<file path="src/rtl/core/drc_divider.sv">
// Restoring unsigned divider, one quotient bit per cycle.
// Depends on nothing; used by the raycast core for all divisions.
`timescale 1ns / 1ps

module drc_divider #(
  parameter int unsigned NW = 33,
  parameter int unsigned DW = 39
) (
  input  logic          clk_i,
  input  logic          rst_ni,
  input  logic          start_i,
  input  logic [NW-1:0] num_i,
  input  logic [DW-1:0] den_i,
  output logic          done_o,
  output logic [NW-1:0] quo_o
);

  localparam int unsigned CNTW = $clog2(NW + 1);

  logic [DW:0]     rem_q, rem_d;
  logic [NW-1:0]   quo_q, quo_d;
  logic [DW-1:0]   den_q;
  logic [CNTW-1:0] cnt_q, cnt_d;
  logic            busy_q, busy_d;
  logic            done_q, done_d;
  logic [DW:0]     trial;

  // One trial subtraction per cycle
  always_comb begin
    trial  = {rem_q[DW-1:0], quo_q[NW-1]};
    rem_d  = rem_q;
    quo_d  = quo_q;
    cnt_d  = cnt_q;
    busy_d = busy_q;
    done_d = 1'b0;
    if (start_i) begin
      rem_d  = '0;
      quo_d  = num_i;
      cnt_d  = '0;
      busy_d = 1'b1;
    end else if (busy_q) begin
      if (trial >= {1'b0, den_q}) begin
        rem_d = trial - {1'b0, den_q};
        quo_d = {quo_q[NW-2:0], 1'b1};
      end else begin
        rem_d = trial;
        quo_d = {quo_q[NW-2:0], 1'b0};
      end
      cnt_d = cnt_q + CNTW'(1);
      if (cnt_q == CNTW'(NW - 1)) begin
        busy_d = 1'b0;
        done_d = 1'b1;
      end
    end
  end

  always_ff @(posedge clk_i or negedge rst_ni) begin
    if (!rst_ni) begin
      busy_q <= 1'b0;
      done_q <= 1'b0;
      cnt_q  <= '0;
    end else begin
      busy_q <= busy_d;
      done_q <= done_d;
      cnt_q  <= cnt_d;
    end
  end

  // Hold operands and partial results
  always_ff @(posedge clk_i) begin
    rem_q <= rem_d;
    quo_q <= quo_d;
    if (start_i) begin
      den_q <= den_i;
    end
  end

  assign done_o = done_q;
  assign quo_o  = quo_q;

endmodule
</file>
<file path="config.mk">
export PLATFORM = sky130hd
export DESIGN_NAME = drc_divider
export DESIGN_NICKNAME = d
export VERILOG_FILES = /design/src/rtl/core/drc_divider.sv
export SDC_FILE = /design/constraint.sdc
export NUM_CORES = 1
export LEC_CHECK = 0
export CAP_MARGIN = 10
export CORE_UTILIZATION = 50
export CTS_CLUSTER_SIZE = 16
export DETAILED_ROUTE_END_ITERATION = 16
export DONT_BUFFER_PORTS = 1
export GPL_TIMING_DRIVEN = 0
export PLACE_DENSITY = 0.62
export SYNTH_ARGS = -nofsm -noshare
export SYNTH_HDL_FRONTEND = slang
export SYNTH_SLANG_ARGS = --single-unit
</file>
<file path="constraint.sdc">
create_clock -name clk_i -period 3.7 [get_ports clk_i]
set_clock_uncertainty 0.05 [all_clocks]
set_input_delay 0.555 -clock clk_i [delete_from_list [all_inputs] [get_ports clk_i]]
set_output_delay 0.555 -clock clk_i [all_outputs]
set_load 0.005 [all_outputs]
</file>
[After elaboration in Yosys (flattened, before gate mapping)]
Cells that the tools add are included.
Operators by class
  add/subtract/negate cells: 2
  $mul: 0
  divide/modulo/power cells: 0
  magnitude comparators: 1
  equality and inequality tests: 1
  shift operators: 0
  mux-type cells: 12
  bitwise operators: 0
  reduce and logical (&&, ||, !) cells: 1
Operators by type and width (number)
  two-way mux 33 bit: 2
  greater-or-equal comparator 40 x 39 -> 1 bit: 1
  two-way mux 39 bit: 1
  subtractor 39 bit: 1
  two-way mux 6 bit: 2
  two-way mux 1 bit: 7
  adder 6 x 1 -> 6 bit (second input constant): 1
  equality test 6 bit (second input constant): 1
  nonzero test 2 bit: 1
Word-level totals
  register bits: 119
  latch bits: 0
  memory bits (writable): 0
  ROM bits: 0
  output and inout bits: 34
  word-level logic and storage cells: 23
  memories kept: 0

[Longest topological paths before layout]
  depth after elaboration: 4
  gate-level depth with buffers: 13

[Worst setup path after synthesis]
Ideal clock, no wire load.
  path kind: reg2reg
  start: reg quo_q[32], in the netlist quo_o[32]
  end: reg rem_q[10]
  library setup time: 0.089 ns
  arrival time: 2.666 ns
  path slack: 0.895 ns
  stages on the path, launching flop included: 14
  buffers on the path: 2
  clock period less this slack: 2.805 ns
  cell sequence: edfxtp_1 > inv_1 > ha_1 > fa_1 > nand2b_1 > a21oi_1 > o21a_4 > a211oi_2 > or3_1 > nand3_2 > buf_6 > buf_4 > nand2_1 > a311oi_2
Between the ends
  word-level cells in the longest chain between the ends: 2
  elaborated cells on any way between the ends: 3
Ends and longest elaborated chain
  start: declaration: line 21  | logic [NW-1:0] quo_q, quo_d;
  start signal: assignment: line 72  | quo_q <= quo_d;
  subtractor 39 bit / greater-or-equal comparator 40 x 39 -> 1 bit (equally long branches): line 43, 42
  two-way mux 39 bit (*): line 42  | if (trial >= {1'b0, den_q}) begin
  end signal: assignment: line 71  | rem_q <= rem_d;
  end: declaration: line 20  | logic [DW:0] rem_q, rem_d;
Mark *: on every way between the ends. The rest lies on a longest branch, timed or not.
A chain may end at the register's enable or synchronous reset.

[Final worst setup path]
  start: reg quo_q[32], in the netlist quo_o[32]
  end: reg rem_q[38]
Same word-level chain as after synthesis.

==> flow_summary.ini <==
[outcome]
outcome = finished clean

[place]
port-buffer-count = 0
dpl.hpwl_mm = 13.35
globalplace.congestion = 0.9105

[finish]
drive_above_1_share_pct = 15.45
layout_common_cells = nand2_1, edfxtp_1, nor2_1
diodes = 0
fin_nets = 900
final_util_pct = 56.96
area_delta_synth_final_pct = 10.81
final_common_cell = nand2_1

[critical_path]
end_kind = flop
worstPathRequired_ps = 3980
crit_chain = inv_1, ha_1, fa_1, nand2b_1, a21oi_1, o21a_4, a211oi_2, or3_1, a31oi_1, o311ai_1, o32ai_1
path_max_fanout = 4
critPathBufInv = 1
cp.arrival_ps = 3550
cp_top_family = compound AO/OA/AOI/OAI gates
cp_slowest_stage_delay_ps = 410
crit_path_start_kind = flop
worstSetupPathType = reg -> reg
worst_path_max_delay_cell = edfxtp_1

[synthesis]
ys_ff_latch = 119
syn_inst = 762
syn_avg_cell_area_sq_um = 9.842
ys_warn_count = 0
ys_types = 85
seq_area_frac_synth_pct = 41.91
syn_nets = 879
syn_area_sq_um = 7500
synth_top_flop_cell = edfxtp_1
synth_async_sr_flop_share_pct = 6.723
synth_edf_count = 72

[clock_tree]
tritoncts = built
cts.htree.levels = 4
cts_sinks = 119
root_buffer = clkbuf_16
cts_setup_buffers = 0
cts_hold_buf = 1
clk_path_buf_depth = 2
cts_resized = 0
worst_skew_pair.late_latency_ps = 430
cts_buffers = 17
clkTransAtPathRegs_ps = 70

[routing]
wirelength_mm = 18.65
drtPass1Iterations = 6
initialDrtViolationCount = 579
antenna_left = 0
drc = 0
viasPerCell = 6.076
vias = 5954
route.detailed.wl_per_inst_um = 19.03

[global_routing]
grt_antenna_before_repair = 0
grt_pass1_vias = 5906
grt_util_all_layers_pct = 24.62
grt_overflow = 0
grt_max_degree = 43
grt_pass1_wl_mm = 30.25

[timing]
rsz0062_at_grt = false
hold_viol = 0
finalMaxSlewViolations = 0
period_share_pct = 88.41
setup_viol = 0
fmax_mhz = 305.7
tightest_slew_ps = 817.0
totalNegativeSetupSlack_ps = 0
post-route-min-period_ps = 3271
relSlewSlack_pct = 45.54

[power_and_ir_drop]
power-per-cell-area_nw_per_um2 = 406.6
power.leakage_nw = 3.365
ir_worst_vdd_uv = 334.9

[floorplan]
initial_core_util_pct = 51.41
ios = 109
dieWidth_um = 124.5
core.rowCount = 44
dieHeight_um = 124.5
core_sq_um = 14590
dieArea_sq_um = 15490

[min_path]
hp-class = in -> reg

[job]
cap_violations = 0
-- cells in the mapped netlist (3+ instances only) --
| cell type | number | share of area (%) |
|---|---|---|
| a31oi_1 | 13 | 1.1 |
| mux2i_1 | 3 | 0.40 |
| buf_6 | 8 | 1.2 |
| clkbuf_1 | 16 | 0.80 |
| clkbuf_8 | 3 | 0.55 |
| a311oi_2 | 15 | 3.0 |
| o211ai_1 | 9 | 0.90 |
| or4_1 | 3 | 0.30 |
| ha_1 | 41 | 6.8 |
| o32ai_1 | 3 | 0.35 |
| nand4_1 | 11 | 0.92 |
| dfrtp_1 | 8 | 2.7 |
| a311oi_1 | 6 | 0.70 |
| and3_1 | 4 | 0.33 |
| a21oi_1 | 49 | 3.3 |
| o21ai_0 | 29 | 1.9 |
| o21a_1 | 5 | 0.50 |
| xnor2_1 | 17 | 2.0 |
| or3_1 | 7 | 0.58 |
| inv_1 | 53 | 2.7 |
| o21bai_1 | 9 | 0.90 |
| and2_1 | 3 | 0.25 |
| nand2b_1 | 11 | 0.92 |
| nand2_1 | 78 | 3.9 |
| o31ai_1 | 8 | 0.80 |
| nor4_1 | 9 | 0.75 |
| o22ai_1 | 8 | 0.67 |
| a21o_1 | 15 | 1.5 |
| mux2_2 | 32 | 4.8 |
| xor2_1 | 13 | 1.5 |
| nor2_1 | 58 | 2.9 |
| nand3_1 | 13 | 0.87 |
| nor2b_1 | 12 | 1.0 |
| buf_2 | 7 | 0.47 |
| dfxtp_1 | 39 | 10 |
| edfxtp_1 | 72 | 29 |
| and4_1 | 3 | 0.35 |
| nor3b_1 | 4 | 0.40 |
| nor3_1 | 7 | 0.47 |
| buf_1 | 3 | 0.15 |
-- stage by stage --
| stage | setup slack (ps) | instance area, sq um | hold WS [ps] | total power [mW] | std cells |
|---|---|---|---|---|---|
| floorplan | 894.9 | 7500 | 209.4 | 1.792 | 762 |
| global placement | 480.0 | 7730 | 210.1 | 1.856 | 946 |
| detailed placement | 465.3 | 7730 | 210.0 | 1.863 | 946 |
| CTS | 438.6 | 8283 | 155.7 | 3.409 | 979 |
| global route | 215.4 | 8310 | 153.6 | 3.506 | 980 |
| finish | 428.8 | 8310 | 166.9 | 3.379 | 980 |
-- metal layers --
layer / up-vias / global-route usage [%] / wire length [um]
met5: - / 0 / 0
met4: 0 / 8.363 / 459
met3: 37 / 7.302 / 1258
met2: 229 / 39.94 / 8732
met1: 2837 / 31.18 / 8200
li1: 2851 / - / -
-- path summary, 6_finish.rpt --
| kind | start | to | slack, ps | cells after the start |
|---|---|---|---|---|
| max | quo_o[32] | rem_q[38] | 430 | 11 |
| min | den_i[20] | den_q[20] | 170 | 0 |
| max reg2reg | quo_o[32] | rem_q[38] | 430 | 11 |
| min reg2reg | rem_q[21] | rem_q[22] | 460 | 2 |
| max in group asynchronous | rst_ni | busy_q | 2880 | 1 |
| min in group asynchronous | rst_ni | cnt_q[0] | 440 | 1 |
-- flip-flops by register name (all words and copies together), names as in the netlist --
signal  flops
quo_o      33
den_q      39
busy_q      1
done_o      1
cnt_q       6
rem_q      39
-- area by class of cell --
cell class | instances | area [sq um]
Buffer | 40 | 257.7
Tap cell | 184 | 230.2
Clock buffer | 18 | 429.2
Clock inverter | 14 | 113.9
Inverter | 53 | 198.9
Timing Repair Buffer | 2 | 37.54
Multi-Input combinational cell | 550 | 3900
Sequential cell | 119 | 3143
Fill cell | 1292 | 6279
-- power breakdown --
part | internal (mW) | switching (mW) | leakage (nW)
Clock | 0.871 | 0.666 | 0.261
Combinational | 0.129 | 0.173 | 1.95
Sequential | 1.50 | 0.0450 | 1.15
-- kinds of logic (layout without fill, tap and decap cells) --
| logic type | after synthesis | in the layout | synth area share (%) |
|---|---|---|---|
| DFF | 119 | 119 | 41.91 |
| adders and majority gates | 42 | 42 | 7.107 |
| AOI/OAI and AO/OA | 203 | 203 | 20.17 |
| muxes | 35 | 35 | 5.205 |
| buffers and inverters | 93 | 127 | 6.089 |
| xor gates and xnor gates | 30 | 30 | 3.503 |
| and+or+nand+nor | 240 | 240 | 16.02 |
Note: power is estimated with default switching activity, not from simulation.
